===== config.mk =====
export PLATFORM = sky130hd
export DESIGN_NAME = awat_lane
export DESIGN_NICKNAME = d
export VERILOG_FILES = /design/src/hdl/awat_pkg.sv /design/src/hdl/awat_lane.sv
export SDC_FILE = /design/constraint.sdc
export NUM_CORES = 2
export LEC_CHECK = 0
export BUFFER_PORTS_ARGS = -buffer_cell sky130_fd_sc_hd__buf_4
export CORE_UTILIZATION = 44
export CTS_BUF_LIST = sky130_fd_sc_hd__clkbuf_16
export CTS_CLUSTER_DIAMETER = 30
export DETAILED_ROUTE_END_ITERATION = 8
export PLACE_DENSITY = 0.67
export SLEW_MARGIN = 20
export SYNTH_ARGS = -nofsm -noshare
export SYNTH_HDL_FRONTEND = slang
export SYNTH_SLANG_ARGS = --single-unit
export TNS_END_PERCENT = 1

===== constraint.sdc =====
create_clock -name clk -period 8.2 [get_ports clk]
set_input_delay 0.82 -clock clk [delete_from_list [all_inputs] [get_ports clk]]
set_output_delay 0.82 -clock clk [all_outputs]
set_load 0.02 [all_outputs]

===== src/hdl/awat_pkg.sv =====
`timescale 1ns / 1ps
`default_nettype none
package awat_pkg;

	localparam int MAX_SAMPLES_DEF     = 1024;
	localparam int ANGLE_FRAC_BITS_DEF = 8;
	localparam int SUM_W_DEF           = 28;
	localparam int CNT_W_DEF           = 11;

	localparam int RAW_W   = 16;
	localparam int BIAS_W  = 17;
	localparam int SCALE_W = 16;
	localparam int MEAN_W  = 18;
	localparam int SQ_W    = 36;
	localparam int ROOT_W  = 28;
	localparam int RAD_W   = 56;
	localparam int CORD_W  = 32;
	localparam int ANG_W   = 27;
	localparam int TILT_W  = 16;
	localparam int USED_W  = 11;
	localparam int CFG_IDX_W = 3;
	localparam int CFG_DAT_W = 17;
	localparam int CORD_STEPS = 18;

	localparam logic [CFG_IDX_W-1:0] REG_BIAS_X  = 3'd0;
	localparam logic [CFG_IDX_W-1:0] REG_BIAS_Y  = 3'd1;
	localparam logic [CFG_IDX_W-1:0] REG_BIAS_Z  = 3'd2;
	localparam logic [CFG_IDX_W-1:0] REG_SCALE_X = 3'd3;
	localparam logic [CFG_IDX_W-1:0] REG_SCALE_Y = 3'd4;
	localparam logic [CFG_IDX_W-1:0] REG_SCALE_Z = 3'd5;
	localparam logic [CFG_IDX_W-1:0] REG_CALIB   = 3'd6;

	localparam logic [SCALE_W-1:0] SCALE_ONE = 16'd16384;

	localparam logic signed [ANG_W-1:0] DEG90  = 27'sd5898240;
	localparam logic signed [ANG_W-1:0] DEG180 = 27'sd11796480;

	localparam int ATAN_DEG16 [CORD_STEPS] = '{
		2949120, 1740967, 919879, 466945, 234379, 117304, 58666, 29335, 14668,
		7334, 3667, 1833, 917, 458, 229, 115, 57, 29
	};

	typedef struct packed {
		logic corr_start;
		logic acc_en;
		logic clr;
		logic div_start;
	} lane_ctl_t;

	function automatic logic signed [CORD_W-1:0] tshift(
		input logic signed [CORD_W-1:0] v,
		input logic [4:0] n
	);
		logic signed [CORD_W-1:0] nv;
		nv = -v;
		if (v[CORD_W-1]) begin
			tshift = -(nv >>> n);
		end else begin
			tshift = v >>> n;
		end
	endfunction

endpackage
`default_nettype wire


===== src/hdl/awat_lane.sv =====
`timescale 1ns / 1ps
`default_nettype none
module awat_lane import awat_pkg::*; #(
	parameter int SUMW = SUM_W_DEF,
	parameter int CW   = CNT_W_DEF
) (
	input  wire logic                      clk,
	input  wire logic                      arst_n,
	input  wire lane_ctl_t                 ctl,
	input  wire logic signed [RAW_W-1:0]   raw,
	input  wire logic signed [BIAS_W-1:0]  bias,
	input  wire logic        [SCALE_W-1:0] scale,
	input  wire logic                      calib,
	input  wire logic        [CW-1:0]      count,
	output logic signed [MEAN_W-1:0]       mean,
	output logic        [SQ_W-1:0]         sq,
	output logic                           done
);

	localparam int DW  = SUMW + 1;
	localparam int DCW = $clog2(DW + 1);

	typedef enum logic [3:0] {
		L_IDLE = 4'b0001,
		L_DIV  = 4'b0010,
		L_MEAN = 4'b0100,
		L_SQ   = 4'b1000
	} lane_state_t;

	lane_state_t state_q;

	logic signed [MEAN_W-1:0] diff;
	logic signed [34:0]       prod;
	logic signed [34:0]       prod_s1;
	logic signed [RAW_W-1:0]  raw_s1;
	logic                     calib_s1;
	logic signed [34:0]       rnd;
	logic signed [MEAN_W-1:0] corr;
	logic signed [SUMW-1:0]   sum_q;
	logic        [SUMW-1:0]   abs_sum;
	logic        [SUMW:0]     mag;
	logic        [SUMW:0]     dvd_q;
	logic        [CW-1:0]     rem_q;
	logic        [CW:0]       rem2;
	logic                     ge;
	logic        [DCW-1:0]    cnt_q;
	logic                     neg_q;
	logic signed [MEAN_W-1:0] mean_q;
	logic signed [SQ_W-1:0]   sq_full;
	logic        [SQ_W-1:0]   sq_q;
	logic                     done_q;

	assign diff = MEAN_W'(raw) - MEAN_W'(bias);
	assign prod = diff * $signed({1'b0, scale});
	assign rnd  = (prod_s1 + 35'sd8192) >>> 14;

	always_comb begin
		if (!calib_s1) begin
			corr = MEAN_W'(raw_s1);
		end else if (rnd > 35'sd131071) begin
			corr = 18'sd131071;
		end else if (rnd < -35'sd131072) begin
			corr = -18'sd131072;
		end else begin
			corr = rnd[MEAN_W-1:0];
		end
	end

	assign abs_sum = sum_q[SUMW-1] ? SUMW'(-sum_q) : SUMW'(sum_q);
	assign mag     = {1'b0, abs_sum} + (SUMW+1)'(count >> 1);
	assign rem2    = {rem_q, dvd_q[SUMW]};
	assign ge      = rem2 >= {1'b0, count};
	assign sq_full = mean_q * mean_q;

	always_ff @(posedge clk) begin
		if (ctl.corr_start) begin
			prod_s1  <= prod;
			raw_s1   <= raw;
			calib_s1 <= calib;
		end
	end

	always_ff @(posedge clk or negedge arst_n) begin
		if (!arst_n) begin
			sum_q   <= '0;
			state_q <= L_IDLE;
			done_q  <= 1'b0;
		end else begin
			done_q <= 1'b0;
			if (ctl.clr) begin
				sum_q <= '0;
			end else if (ctl.acc_en) begin
				sum_q <= sum_q + SUMW'(corr);
			end
			case (state_q)
				L_IDLE: begin
					if (ctl.div_start) begin
						state_q <= L_DIV;
					end
				end
				L_DIV: begin
					if (cnt_q == '0) begin
						state_q <= L_MEAN;
					end
				end
				L_MEAN: begin
					state_q <= L_SQ;
				end
				L_SQ: begin
					done_q  <= 1'b1;
					state_q <= L_IDLE;
				end
				default: begin
					state_q <= L_IDLE;
				end
			endcase
		end
	end

	always_ff @(posedge clk) begin
		case (state_q)
			L_IDLE: begin
				dvd_q <= mag;
				rem_q <= '0;
				neg_q <= sum_q[SUMW-1];
				cnt_q <= DCW'(DW - 1);
			end
			L_DIV: begin
				rem_q <= ge ? CW'(rem2 - {1'b0, count}) : CW'(rem2);
				dvd_q <= {dvd_q[SUMW-1:0], ge};
				cnt_q <= cnt_q - 1'b1;
			end
			L_MEAN: begin
				if (!neg_q) begin
					mean_q <= (dvd_q > (SUMW+1)'(131071)) ? 18'sd131071
						: $signed(dvd_q[MEAN_W-1:0]);
				end else begin
					mean_q <= (dvd_q >= (SUMW+1)'(131072)) ? -18'sd131072
						: -$signed(dvd_q[MEAN_W-1:0]);
				end
			end
			L_SQ: begin
				sq_q <= SQ_W'(sq_full);
			end
			default: begin
				rem_q <= '0;
			end
		endcase
	end

	assign mean = mean_q;
	assign sq   = sq_q;
	assign done = done_q;

endmodule
`default_nettype wire


==> load_flow_metrics.sql <==
INSERT INTO impl_metrics (metric_group, metric, value, unit) VALUES
('setup_path', 'crit-reg2reg-capture', 'sq[35]$_DFFE_PP_', ''),
('floorplanning', 'die_w', '274', 'um'),
('synth', 'ys_ff_latch', '171', ''),
('timing', 'final-max-slew-violation-count', '0', ''),
('job', 'max_cap_violations', '0', ''),
('cts', 'tritoncts', 'yes', ''),
('synth', 'yosysSeqAreaShare', '15.2', '%'),
('placed_design', 'place.port_buffers', '120', ''),
('setup_path', 'start_kind', 'input pin', ''),
('setup_path', 'arrival_time_of_the_worst_setup_path', '8.23', 'ns'),
('setup_path', 'critical_path.max_fanout', '6', ''),
('detailed_routing', 'drt_pass1_iterations', '7', ''),
('detailed_routing', 'route.vias.total', '23800', ''),
('timing', 'report.final.hold_viol_count', '0', ''),
('status', 'run_status', 'finished, violations left', ''),
('cts', 'worstSkewPairLatency', '0.48', 'ns'),
('detailed_routing', 'avgRoutedWirePerCell', '16.2', 'um'),
('setup_path', 'critPathMaxStageDelay', '0.55', 'ns'),
('timing', 'relSlewSlack', '34.4', '%'),
('placed_design', 'gp_routability_congestion', '0.874', ''),
('cts', 'clock_tree.root_cell', 'sky130_fd_sc_hd__clkbuf_16', ''),
('cts', 'cts_max_path_buffers', '2', ''),
('final_layout', 'final_common_cell', 'sky130_fd_sc_hd__inv_1', ''),
('detailed_routing', 'wirelength', '75.2', 'mm'),
('global_route', 'grtUsageMet2', '37.3', '%'),
('setup_path', 'critical_path.reg2reg.startpoint', 'mean[16]$_DFFE_PP_', ''),
('cts', 'clk_transition_reported_paths', '0.07', 'ns'),
('timing', 'worst_hold_slack', '0.314', 'ns'),
('cts', 'cts_sinks', '171', ''),
('cts', 'tritoncts.num_buffers', '17', ''),
('placed_design', 'detailedPlacementHpwl', '61.1', 'mm'),
('detailed_routing', 'postRouteAntennaNets', '0', ''),
('setup_path', 'worstPathRequired', '8.43', 'ns'),
('detailed_routing', 'drc', '12', ''),
('detailed_routing', 'vias_per_cell', '5.13', ''),
('synth', 'synth_area_per_cell', '9.38', 'um2'),
('floorplanning', 'floorplan.die.height', '274', 'um'),
('setup_path', 'worstRegToRegCells', '21', ''),
('global_route', 'grt_use_met1', '27.0', '%'),
('final_layout', 'area_growth_syn_to_layout', '11.9', '%'),
('synth', 'ys_types', '76', ''),
('setup_path', 'worst_path_max_delay_cell', 'sky130_fd_sc_hd__fa_1', ''),
('floorplanning', 'design.portCount', '122', ''),
('final_layout', 'fin_nets', '4581', ''),
('timing', 'max_freq', '125', 'MHz'),
('synth', 'syn-num-nets', '4392', ''),
('worst_hold_path', 'hold_class', 'in2async', ''),
('setup_path', 'crit_path_end_kind', 'flip-flop', ''),
('global_route', 'via_count_of_the_first_global_routing_pass', '25200', ''),
('synth', 'yosys_warnings', '0', ''),
('global_route', 'grt_use_total', '21.3', '%'),
('timing', 'timing.final.ws_setup', '0.202', 'ns'),
('global_route', 'grt.overflow.total', '0', ''),
('detailed_routing', 'drtIter0Drc', '1208', ''),
('floorplanning', 'std_cell_core_area', '73100', 'um2'),
('setup_path', 'timing.critical_path.max_delay_family', 'adder cells', ''),
('placed_design', 'preCtsSetupSlack', '-0.688', 'ns'),
('timing', 'setup_tns_final', '0', 'ns'),
('global_route', 'initial_antenna_violation_count', '1', ''),
('synth', 'ys_async_sr_fraction', '19.3', '%'),
('timing', 'finalClockSkew', '0.0117', 'ns'),
('global_route', 'grt_max_degree', '55', ''),
('timing', 'grt_setup_unrepaired', 'true', ''),
('synth', 'synth-edff-count', '138', ''),
('status', 'violations', 'DRC', ''),
('final_layout', 'final_layout_size_suffix_gt1_share', '10.1', '%'),
('timing', 'final.min_clock_period', '8.00', 'ns'),
('global_route', 'busiest_layer', 'met2', ''),
('synth', 'synth_ff_type', 'sky130_fd_sc_hd__edfxtp_1', ''),
('floorplanning', 'rows', '99', ''),
('setup_path', 'register_to_register_path_setup_slack', '1.05', 'ns');
state kept, by name (all words and copies together), names as in the netlist:
register,count
sq,35
dvd_q,29
sum_q,28
prod_s1,22
mean,18
raw_s1,16
rem_q,11
cnt_q,5
state_q,4
calib_s1,1
done,1
neg_q,1
Yosys cell counts, drive strengths merged, types with 7 or more instances:
| master | count | share of area [%] |
|---|---|---|
| a2111oi | 7 | 0.19 |
| mux2i | 24 | 0.74 |
| a221o | 11 | 0.35 |
| or2 | 7 | 0.13 |
| o211ai | 8 | 0.18 |
| and2 | 177 | 3.4 |
| o21ai | 91 | 1.4 |
| nor3 | 21 | 0.32 |
| nor3b | 11 | 0.25 |
| buf | 8 | 0.12 |
| xor2 | 60 | 1.6 |
| a21oi | 117 | 1.8 |
| nand2b | 37 | 0.71 |
| nor2 | 156 | 1.8 |
| inv | 779 | 9.0 |
| fa | 589 | 36 |
| o22a | 17 | 0.46 |
| a21o | 43 | 0.99 |
| dfrtp | 32 | 2.5 |
| nor4b | 7 | 0.19 |
| a21boi | 7 | 0.16 |
| and3 | 10 | 0.19 |
| edfxtp | 138 | 13 |
| clkbuf | 100 | 1.2 |
| o31ai | 12 | 0.28 |
| nand4 | 19 | 0.36 |
| or3 | 28 | 0.60 |
| a31oi | 21 | 0.40 |
| nor2b | 46 | 0.88 |
| xnor2 | 120 | 3.2 |
| a211oi | 12 | 0.28 |
| nand3 | 41 | 0.63 |
| and4 | 8 | 0.21 |
| o21a | 18 | 0.41 |
| nand2 | 345 | 4.0 |
| nor4 | 14 | 0.27 |
| ha | 259 | 9.9 |
cell type report:
| cell class | instances | area, um2 |
|---|---|---|
| tap | 959 | 1200 |
| fill | 6799 | 36600 |
| multi-input combinational | 2419 | 24600 |
| timing repair buffer | 278 | 2210 |
| sequential | 171 | 4970 |
| clock inverter | 14 | 134 |
| clock buffer | 18 | 450 |
| inverter | 779 | 2920 |
metal layers:
metal  up-vias  routed length (um)
met5         -                   0
met4         0                2260
met3       119                3170
met2       549               38000
met1     11900               31700
li1      11300                   -
worst max-delay path by stage:
stage | to | slack [ns] | cells after the start | start
6_report | prod_s1[34]$_DFFE_PP_ | 0.20 | 33 | raw[2]
3_3_place_gp | prod_s1[34]$_DFFE_PP_ | -0.48 | 32 | raw[0]
5_1_grt | prod_s1[28]$_DFFE_PP_ | -0.13 | 33 | raw[2]
3_5_place_dp | prod_s1[34]$_DFFE_PP_ | -0.69 | 34 | raw[0]
2_1_floorplan | prod_s1[34]$_DFFE_PP_ | -0.01 | 31 | bias[8]
4_1_cts | prod_s1[27]$_DFFE_PP_ | 0.02 | 35 | raw[0]
stage by stage:
stage	util (%)	instances	area (um2)
6_report	49.9	4638	36500
3_5_place_dp	48.7	4601	35600
2_1_floorplan	-	3477	32700
5_1_grt	49.9	4638	36500
4_1_cts	49.5	4633	36200
3_3_place_gp	48.7	4601	35600
logic make-up (layout without fill, tap and decap cells):
kind of cell             Yosys count  after routing  synth area share, %
XOR/XNOR                         180            180                 4.83
flip-flops                       171            171                 15.2
AO/OA/AOI/OAI                    413            413                 8.19
adder cells (fa/ha/maj)          854            854                 46.3
buffers and inverters            887           1089                 10.2
multiplexers                      25             25                0.771
other                              1              1               0.0115
AND/OR/NAND/NOR                  946            946                 14.4
what timing repair did:
action | 4_1_cts | 5_1_grt
gates resized for setup | 3 | 47
endpoints found under the setup margin | 8 | 14
setup buffers | 0 | 5
pin swaps | 2 | 26
hold buffers | 0 | 0
Power is left out: the tool's default activity adds up to more than one toggle a clock period on the data nets, which glitch-free logic cannot reach.
