**src/hdl/awat_pkg.sv**
```systemverilog
`timescale 1ns / 1ps
`default_nettype none
package awat_pkg;

	localparam int MAX_SAMPLES_DEF     = 1024;
	localparam int ANGLE_FRAC_BITS_DEF = 8;
	localparam int SUM_W_DEF           = 28;
	localparam int CNT_W_DEF           = 11;

	localparam int RAW_W   = 16;
	localparam int BIAS_W  = 17;
	localparam int SCALE_W = 16;
	localparam int MEAN_W  = 18;
	localparam int SQ_W    = 36;
	localparam int ROOT_W  = 28;
	localparam int RAD_W   = 56;
	localparam int CORD_W  = 32;
	localparam int ANG_W   = 27;
	localparam int TILT_W  = 16;
	localparam int USED_W  = 11;
	localparam int CFG_IDX_W = 3;
	localparam int CFG_DAT_W = 17;
	localparam int CORD_STEPS = 18;

	localparam logic [CFG_IDX_W-1:0] REG_BIAS_X  = 3'd0;
	localparam logic [CFG_IDX_W-1:0] REG_BIAS_Y  = 3'd1;
	localparam logic [CFG_IDX_W-1:0] REG_BIAS_Z  = 3'd2;
	localparam logic [CFG_IDX_W-1:0] REG_SCALE_X = 3'd3;
	localparam logic [CFG_IDX_W-1:0] REG_SCALE_Y = 3'd4;
	localparam logic [CFG_IDX_W-1:0] REG_SCALE_Z = 3'd5;
	localparam logic [CFG_IDX_W-1:0] REG_CALIB   = 3'd6;

	localparam logic [SCALE_W-1:0] SCALE_ONE = 16'd16384;

	localparam logic signed [ANG_W-1:0] DEG90  = 27'sd5898240;
	localparam logic signed [ANG_W-1:0] DEG180 = 27'sd11796480;

	localparam int ATAN_DEG16 [CORD_STEPS] = '{
		2949120, 1740967, 919879, 466945, 234379, 117304, 58666, 29335, 14668,
		7334, 3667, 1833, 917, 458, 229, 115, 57, 29
	};

	typedef struct packed {
		logic corr_start;
		logic acc_en;
		logic clr;
		logic div_start;
	} lane_ctl_t;

	function automatic logic signed [CORD_W-1:0] tshift(
		input logic signed [CORD_W-1:0] v,
		input logic [4:0] n
	);
		logic signed [CORD_W-1:0] nv;
		nv = -v;
		if (v[CORD_W-1]) begin
			tshift = -(nv >>> n);
		end else begin
			tshift = v >>> n;
		end
	endfunction

endpackage
`default_nettype wire

```
**src/hdl/awat_tilt.sv**
```systemverilog
`timescale 1ns / 1ps
`default_nettype none
module awat_tilt import awat_pkg::*; #(
	parameter int ANGLE_FRAC_BITS = ANGLE_FRAC_BITS_DEF
) (
	input  wire logic                     clk,
	input  wire logic                     arst_n,
	input  wire logic                     start,
	input  wire logic signed [MEAN_W-1:0] a,
	input  wire logic        [SQ_W-1:0]   sq_b,
	input  wire logic        [SQ_W-1:0]   sq_c,
	output logic             [TILT_W-1:0] angle,
	output logic                          done
);

	localparam int SH = 16 - ANGLE_FRAC_BITS;
	localparam logic [24:0] HALF = 25'(1) << (SH - 1);

	typedef enum logic [4:0] {
		T_IDLE = 5'b00001,
		T_ROOT = 5'b00010,
		T_INIT = 5'b00100,
		T_ROT  = 5'b01000,
		T_END  = 5'b10000
	} tilt_state_t;

	tilt_state_t state_q;

	logic        [RAD_W-1:0]    rad_q;
	logic        [ROOT_W+1:0]   rem_q;
	logic        [ROOT_W-1:0]   root_q;
	logic        [ROOT_W+3:0]   rem2;
	logic        [ROOT_W+1:0]   trial;
	logic                       take;
	logic        [4:0]          it_q;
	logic signed [CORD_W-1:0]   x_q;
	logic signed [CORD_W-1:0]   y_q;
	logic signed [ANG_W-1:0]    ang_q;
	logic signed [CORD_W-1:0]   ax;
	logic signed [CORD_W-1:0]   dx;
	logic signed [CORD_W-1:0]   dy;
	logic        [24:0]         angc;
	logic        [24:0]         r;
	logic        [TILT_W-1:0]   angle_q;
	logic                       done_q;

	assign rem2  = {rem_q, rad_q[RAD_W-1:RAD_W-2]};
	assign trial = {root_q, 2'b01};
	assign take  = rem2 >= (ROOT_W+4)'(trial);
	assign ax    = CORD_W'(a) <<< 10;
	assign dx    = tshift(y_q, it_q);
	assign dy    = tshift(x_q, it_q);

	always_comb begin
		if (ang_q < 0) begin
			angc = '0;
		end else if (ang_q > DEG180) begin
			angc = 25'(DEG180);
		end else begin
			angc = 25'(ang_q);
		end
	end

	assign r = (angc + HALF) >> SH;

	always_ff @(posedge clk or negedge arst_n) begin
		if (!arst_n) begin
			state_q <= T_IDLE;
			done_q  <= 1'b0;
		end else begin
			done_q <= 1'b0;
			case (state_q)
				T_IDLE: begin
					if (start) begin
						state_q <= T_ROOT;
					end
				end
				T_ROOT: begin
					if (it_q == '0) begin
						state_q <= T_INIT;
					end
				end
				T_INIT: begin
					state_q <= T_ROT;
				end
				T_ROT: begin
					if (it_q == 5'(CORD_STEPS - 1)) begin
						state_q <= T_END;
					end
				end
				T_END: begin
					done_q  <= 1'b1;
					state_q <= T_IDLE;
				end
				default: begin
					state_q <= T_IDLE;
				end
			endcase
		end
	end

	always_ff @(posedge clk) begin
		case (state_q)
			T_IDLE: begin
				rad_q  <= RAD_W'(sq_b + sq_c) << 20;
				rem_q  <= '0;
				root_q <= '0;
				it_q   <= 5'(ROOT_W - 1);
			end
			T_ROOT: begin
				rad_q  <= rad_q << 2;
				rem_q  <= take ? (ROOT_W+2)'(rem2 - (ROOT_W+4)'(trial))
					: (ROOT_W+2)'(rem2);
				root_q <= {root_q[ROOT_W-2:0], take};
				it_q   <= it_q - 1'b1;
			end
			T_INIT: begin
				if (a < 0) begin
					x_q   <= CORD_W'(root_q);
					y_q   <= -ax;
					ang_q <= DEG90;
				end else begin
					x_q   <= ax;
					y_q   <= CORD_W'(root_q);
					ang_q <= '0;
				end
				it_q <= '0;
			end
			T_ROT: begin
				if (y_q > 0) begin
					x_q   <= x_q + dx;
					y_q   <= y_q - dy;
					ang_q <= ang_q + ANG_W'(ATAN_DEG16[it_q]);
				end else begin
					x_q   <= x_q - dx;
					y_q   <= y_q + dy;
					ang_q <= ang_q - ANG_W'(ATAN_DEG16[it_q]);
				end
				it_q <= it_q + 1'b1;
			end
			T_END: begin
				angle_q <= (|r[24:16]) ? 16'hFFFF : r[15:0];
			end
			default: begin
				it_q <= '0;
			end
		endcase
	end

	assign angle = angle_q;
	assign done  = done_q;

endmodule
`default_nettype wire

```
**config.mk**
```make
export PLATFORM = sky130hd
export DESIGN_NAME = awat_tilt
export DESIGN_NICKNAME = d
export VERILOG_FILES = /design/src/hdl/awat_pkg.sv /design/src/hdl/awat_tilt.sv
export SDC_FILE = /design/constraint.sdc
export NUM_CORES = 1
export LEC_CHECK = 0
export BUFFER_PORTS_ARGS = -buffer_cell sky130_fd_sc_hd__buf_2
export CAP_MARGIN = 5
export CORE_MARGIN = 2
export CORE_UTILIZATION = 35
export DETAILED_ROUTE_END_ITERATION = 6
export PLACE_DENSITY = 0.59
export SYNTH_ARGS = -nofsm -noshare
export SYNTH_HDL_FRONTEND = slang
export SYNTH_SLANG_ARGS = --single-unit
```
**constraint.sdc**
```tcl
create_clock -name clk -period 23.4 [get_ports clk]
set_clock_uncertainty 0.05 [all_clocks]
set_input_delay 3.51 -clock clk [delete_from_list [all_inputs] [get_ports clk]]
set_output_delay 3.51 -clock clk [all_outputs]
set_load 0.05 [all_outputs]
```
==> results_dict.tcl, run 1 <==
set metrics [dict create \
    status "finished, violations left" \
    violations "design-rule violations" \
    cp_common_cell "a21oi_1" \
    clock_latency_ns 0.57 \
    drtAntennaViolNets 0 \
    synth-seq-cells 212 \
    synth_commonest_cells "nor2_1 (470), nand2_1 (421), a21oi_1 (290)" \
    multi_input_area_um2 23900 \
    vias 34500 \
    fmax_ghz 0.0930 \
    fin_nets 4433 \
    antenna_cells 0 \
    crit_fanout 16 \
    path_class "reg2reg" \
    wl_per_cell_um 25.7 \
    grt_max_degree 124 \
    synth_seq_area_share_pct 19.9 \
    setup_tns_ns 0 \
    die_y_um 305 \
    grt-busiest-layer "met2" \
    grt_pass1_vias 31700 \
    slew_violations 0 \
    hold_ws_ns 0.473 \
    drive_gt1_share_pct 10.3 \
    place_inst 5309 \
    track_usage_pct 28.4 \
    async_flop_share_pct 2.83 \
    wirelength_um 138000 \
    cts_buffer_depth 3 \
    sw_frac_of_total_pct 57.1 \
    place_ws_ns 12.99 \
    yosysTopAreaCell "edfxtp_1" \
    end_kind "register" \
    synth_edf_count 206 \
    cts.sinks 212 \
    syn_inst 4214 \
    io_buffers 109 \
    drc_errors 2 \
    synth_nets 4487 \
    min_period_ns 10.75 \
    p_int_mw 2.45 \
    synthXorXnorAreaFrac_pct 7.33 \
    p_leak_nw 12.8 \
    drt_iter0_markers 4044 \
    cp_slowest_stage_delay_ns 0.89 \
    ys.flop_type "edfxtp_1" \
    worstMarginPinSlew_ns 1.26 \
    ir_drop_mv 0.0925 \
    setup_ws_ns 12.65 \
    yosys.cell_count.top_type "nor2_1" \
    cts-resized-gates 0 \
    grt_util_met2_pct 43.0 \
    synth_compound_area_share_pct 26.6 \
    max_slew_margin_pct 15.2 \
    first_pass_iters 7 \
    holdBufCountCts 0 \
    cts_setup_buffers 0 \
    power_frac_seq_pct 11.6 \
    rows 110 \
    arrival_ns 10.98 \
    grtUsageMet1_pct 38.5 \
    syn-cell-area_um2 31800 \
    synth.area.top_cells "edfxtp_1 (19%), ha_1 (6.9%), nor2_1 (5.5%)" \
    io_pins 110 \
    fin_cells 5355 \
    yosys.area_share.adder_pct 7.20 \
    cts_buffers 25 \
    cts_tree "done" \
    synthDistinctLibCells 111 \
    p_per_area_nw_per_um2 166 \
    start_kind "register" \
    hpwl_um 106000 \
    final-hold-violation-count 0 \
    synth_top_family_by_area "compound AO/OA/AOI/OAI gates" \
    post-route-util_pct 38.2 \
    finalSetupViolCount 0 \
    vias_per_cell 6.43 \
    cp_slowest_cell "nand4_1" \
    areaGrowthSynthToFinish_pct 8.02 \
    die_w_um 305 \
    synthMuxAreaShare_pct 7.19 \
    initial_utilization_pct 35.3 \
    required_ns 23.64 \
    pwr-share-comb_pct 81.1 \
    cts.clk_slew.worst_paths_ns 0.07 \
    htreeDepth 1 \
    antenna_found_initial 2 \
    grt_first_pass_wirelength_um 205000 \
    clkPwrFrac_pct 7.3 \
    coreArea_um2 90000 \
    grt_overflow 0 \
    yosys.area.top_type_share_pct 19.5 \
    die-area_um2 93300 \
    gp_congestion 1.09 \
    cts_root_buf "clkbuf_16" \
    p_switching_mw 3.26 \
    grt_use_met3_pct 4.84 \
    seq_area_um2 6340 \
    hp-class "reg2reg" \
    avgSynthCellArea_um2 7.55 \
    rsz0062_at_grt "no" \
    fin_crit_sh_pct 45.9 \
    drv_cap 0 \
    yosys.area_share.simple_pct 26.6 \
    yosysWarnings 0 \
    n_fill_cell 9574 \
]
-- layout by cell type (no fill, tap or decap), types with 124 or more instances in the layout --
master,synthesis,routed
a21oi_1,290,290
edfxtp_1,206,206
ha_1,175,175
inv_1,129,126
nand2_1,421,420
nand3_1,138,137
nor2_1,470,465
nor3_1,151,150
o21ai_0,262,262
xnor2_1,142,142
xor2_1,124,124
-- worst max-delay path, delay by kind of cell (launching register included) --
kind | cells | cell delay, ns
AOI/OAI and AO/OA | 14 | 4.51
xor gates and xnor gates | 2 | 0.51
adders and majority gates | 2 | 0.66
DFF | 1 | 0.56
and+or+nand+nor | 10 | 4.11
-- flip-flops by register name (all words and copies together), names as in the netlist --
name and flops:
it_q 5, x_q 32, rem_q 30, root_q 28, ang_q 27, angle 16, y_q 32, state_q 5
rad_q 36, done 1
-- cell families after synthesis --
family,Yosys count
muxes,180
AOI/OAI and AO/OA,1249
and+or+nand+nor,1705
DFF,212
xor gates and xnor gates,266
buffers and inverters,422
adders and majority gates,180
-- final cells by class --
type,count,share of cell area [%]
well taps,1176,4.28
repair buffers,208,3.83
clock inverters,17,0.583
clock buffers,29,1.87
multi-input cells,3580,69.5
inverters,133,1.46
flip-flops and latches,212,18.5
-- final timing paths --
| kind | from | endpoint | slack [ns] | cells after the start |
|---|---|---|---|---|
| min | rad_q[50]$_DFFE_PN_ | rad_q[52]$_DFFE_PN_ | 0.47 | 2 |
| max reg2reg | x_q[8]$_DFFE_PP_ | y_q[30]$_DFFE_PP_ | 12.65 | 28 |
| min reg2reg | rad_q[50]$_DFFE_PN_ | rad_q[52]$_DFFE_PN_ | 0.47 | 2 |
| min in group asynchronous | arst_n | done$_DFF_PN0_ | 2.71 | 1 |
| max | x_q[8]$_DFFE_PP_ | y_q[30]$_DFFE_PP_ | 12.65 | 28 |
| max in group asynchronous | arst_n | state_q[0]$_DFFE_PN1P_ | 20.35 | 1 |
-- layer usage --
layer | vias up | wire length, µm
li1 | 15800 | -
met1 | 16400 | 57700
met2 | 1910 | 58500
met3 | 374 | 13100
met4 | 2 | 8520
met5 | - | 11
-- power groups by stage --
stage               combinational, mW  clock [mW]  sequential [mW]
CTS                              4.50       0.424            0.662
global route                     4.97       0.436            0.676
floorplan                        3.21           0            0.649
finish                           4.63       0.415            0.663
global placement                 4.50           0            0.666
detailed placement               4.47           0            0.669
-- metrics by stage --
step	power, mW	area [µm²]
global placement	5.17	33500
global route	6.08	34300
CTS	5.59	34300
floorplan	3.86	31800
detailed placement	5.14	33500
finish	5.71	34300
Note: power is estimated with default switching activity, not from simulation.
==> run 2, diff against run 1 <==
PLACE_DENSITY = 0.61   (was 0.59)
clock period = 8.8 ns   (was 23.4 ns; I/O delays follow)
==> run 2 against run 1 <==
- the run still ends with design-rule violations left
- register-to-register slack lost 12 ns
- global-route usage grew 3.1 points
- routed wire length grew 11%
- largest power group unchanged
==> results_dict.tcl, run 2 (synthesis results as in run 1) <==
set metrics [dict create \
    status "finished, violations left" \
    violations "design-rule violations" \
    fin_total_pwr_mw 18.0 \
    initial_utilization_pct 35.3 \
    cts_root_buf "clkbuf_16" \
    track_usage_pct 31.5 \
    min_period_ns 8.51 \
    slew_violations 0 \
    cp_slowest_stage_delay_ns 0.66 \
    post-route-util_pct 43.2 \
    largest_register_ffs 36 \
    crit_fanout 11 \
    worstMarginPinSlew_ns 1.10 \
    cp_common_cell "buf_4" \
    required_ns 9.06 \
    path_class "reg2reg" \
    wirelength_um 153000 \
    gp_congestion 1.07 \
    cts_buffer_depth 3 \
    fmax_ghz 0.118 \
    hp-class "reg2reg" \
    vias 36900 \
    io_pins 110 \
    coreArea_um2 90000 \
    ir_drop_mv 0.275 \
    hpwl_um 120000 \
    largest_registers "rad_q (36), x_q (32), y_q (32)" \
    drv_cap 0 \
    place_ws_ns -0.256 \
    grt_overflow 0 \
    end_kind "register" \
    cts_tree "done" \
    largest_register "rad_q" \
    finalSetupViolCount 0 \
    cts.sinks 212 \
    drt_iter0_markers 4040 \
    cp_slowest_cell "nor4_1" \
    cts.clk_slew.worst_paths_ns 0.06 \
    grt_first_pass_wirelength_um 225000 \
    final_common_cell "buf_4" \
    clock_latency_ns 0.59 \
    drive_gt1_share_pct 21.7 \
    die_w_um 305 \
    die_y_um 305 \
    max_slew_margin_pct 26.8 \
    arrival_ns 8.77 \
    grt_pass1_vias 34400 \
    first_pass_iters 7 \
    io_buffers 109 \
    rows 110 \
    vias_per_cell 6.30 \
    cts_buffers 25 \
    p_leak_nw 15.3 \
    areaGrowthSynthToFinish_pct 22.4 \
    fin_crit_sh_pct 96.7 \
    wl_per_cell_um 26.1 \
    start_kind "register" \
    n_fill_cell 9231 \
    p_per_area_nw_per_um2 463 \
    die-area_um2 93300 \
    hold_ws_ns 0.476 \
    antenna_found_initial 6 \
    layout_common_cells "buf_4 (570), nor2_1 (464), nand2_1 (418)" \
    drc_errors 1 \
    fin_nets 4924 \
    drtAntennaViolNets 0 \
    grt_max_degree 123 \
    htreeDepth 1 \
    setup_ws_ns 0.293 \
    final-hold-violation-count 0 \
]
run 2: changes by cell type in the layout (fill, tap and decap cells not counted), sizes merged:
cell and change:
buf +491, clkinvlp -1, clkinv -5, diode +7, inv +1, bufinv +4
run 2: layout make-up:
| cell class | count | area, µm² | share of cell area [%] |
|---|---|---|---|
| Multi-Input combinational cell | 3580 | 24500 | 62.9 |
| Sequential cell | 212 | 6340 | 16.3 |
| Timing Repair Buffer | 699 | 5170 | 13.3 |
| Tap cell | 1176 | 1470 | 3.78 |
| Clock buffer | 29 | 641 | 1.65 |
| Inverter | 133 | 502 | 1.29 |
| Clock inverter | 16 | 305 | 0.785 |
| Antenna cell | 7 | 17.5 | 0.0450 |
run 2: metal layers:
metal  part of all wire, %  track usage (%)  wire length (µm)
met2                    42             47.1             64200
met4                   5.9             15.7              9000
met3                    11             7.92             16900
met5                     0                0                 0
met1                    41             41.8             62800
run 2: timing repair:
item / 4_1_cts / 5_1_grt
gates cloned: 0 / 1
resized for setup: 15 / 121
setup endpoints to repair: 6 / 14
pin swaps: 0 / 40
hold buffers: 0 / 0
buffers inserted: 0 / 16
endpoints found under the hold margin: 0 / 0
run 2: worst paths after layout:
kind / from / endpoint / slack (ns) / cells past startpoint
min in group asynchronous: arst_n / state_q[2]$_DFFE_PN0P_ / 0.52 / 1
worst min-delay path: rad_q[24]$_DFFE_PN_ / rad_q[26]$_DFFE_PN_ / 0.48 / 2
worst max register to register: y_q[7]$_DFFE_PP_ / x_q[30]$_SDFFCE_PN0P_ / 0.29 / 35
worst max-delay path: y_q[7]$_DFFE_PP_ / x_q[30]$_SDFFCE_PN0P_ / 0.29 / 35
max in group asynchronous: arst_n / state_q[0]$_DFFE_PN1P_ / 7.94 / 1
worst min register to register: rad_q[24]$_DFFE_PN_ / rad_q[26]$_DFFE_PN_ / 0.48 / 2
run 2: through the flow:
step | TNS, ns | cells | cell area [µm²]
after floorplan | 0 | 4214 | 31800
after global placement | -0.441 | 5783 | 37200
after detailed placement | -0.921 | 5783 | 37200
after CTS | 0 | 5828 | 38200
after global routing | -0.0817 | 5845 | 38900
final | 0 | 5852 | 38900
run 2: worst max-delay path: cells and delay by family (launching register included):
kind	cells	cell delay (ns)
AND/OR/NAND/NOR	10	2.67
AO/OA/AOI/OAI	11	2.33
buffers and inverters	10	1.97
XOR/XNOR	3	0.53
flip-flops	1	0.38
adder cells (fa/ha/maj)	1	0.25
run 2: power by group:
part	total, mW	internal, mW	switching [mW]	leakage (nW)
Combinational	15.0	5.86	9.13	12.9
Clock	1.22	0.761	0.464	0.462
Sequential	1.78	1.57	0.207	2.01
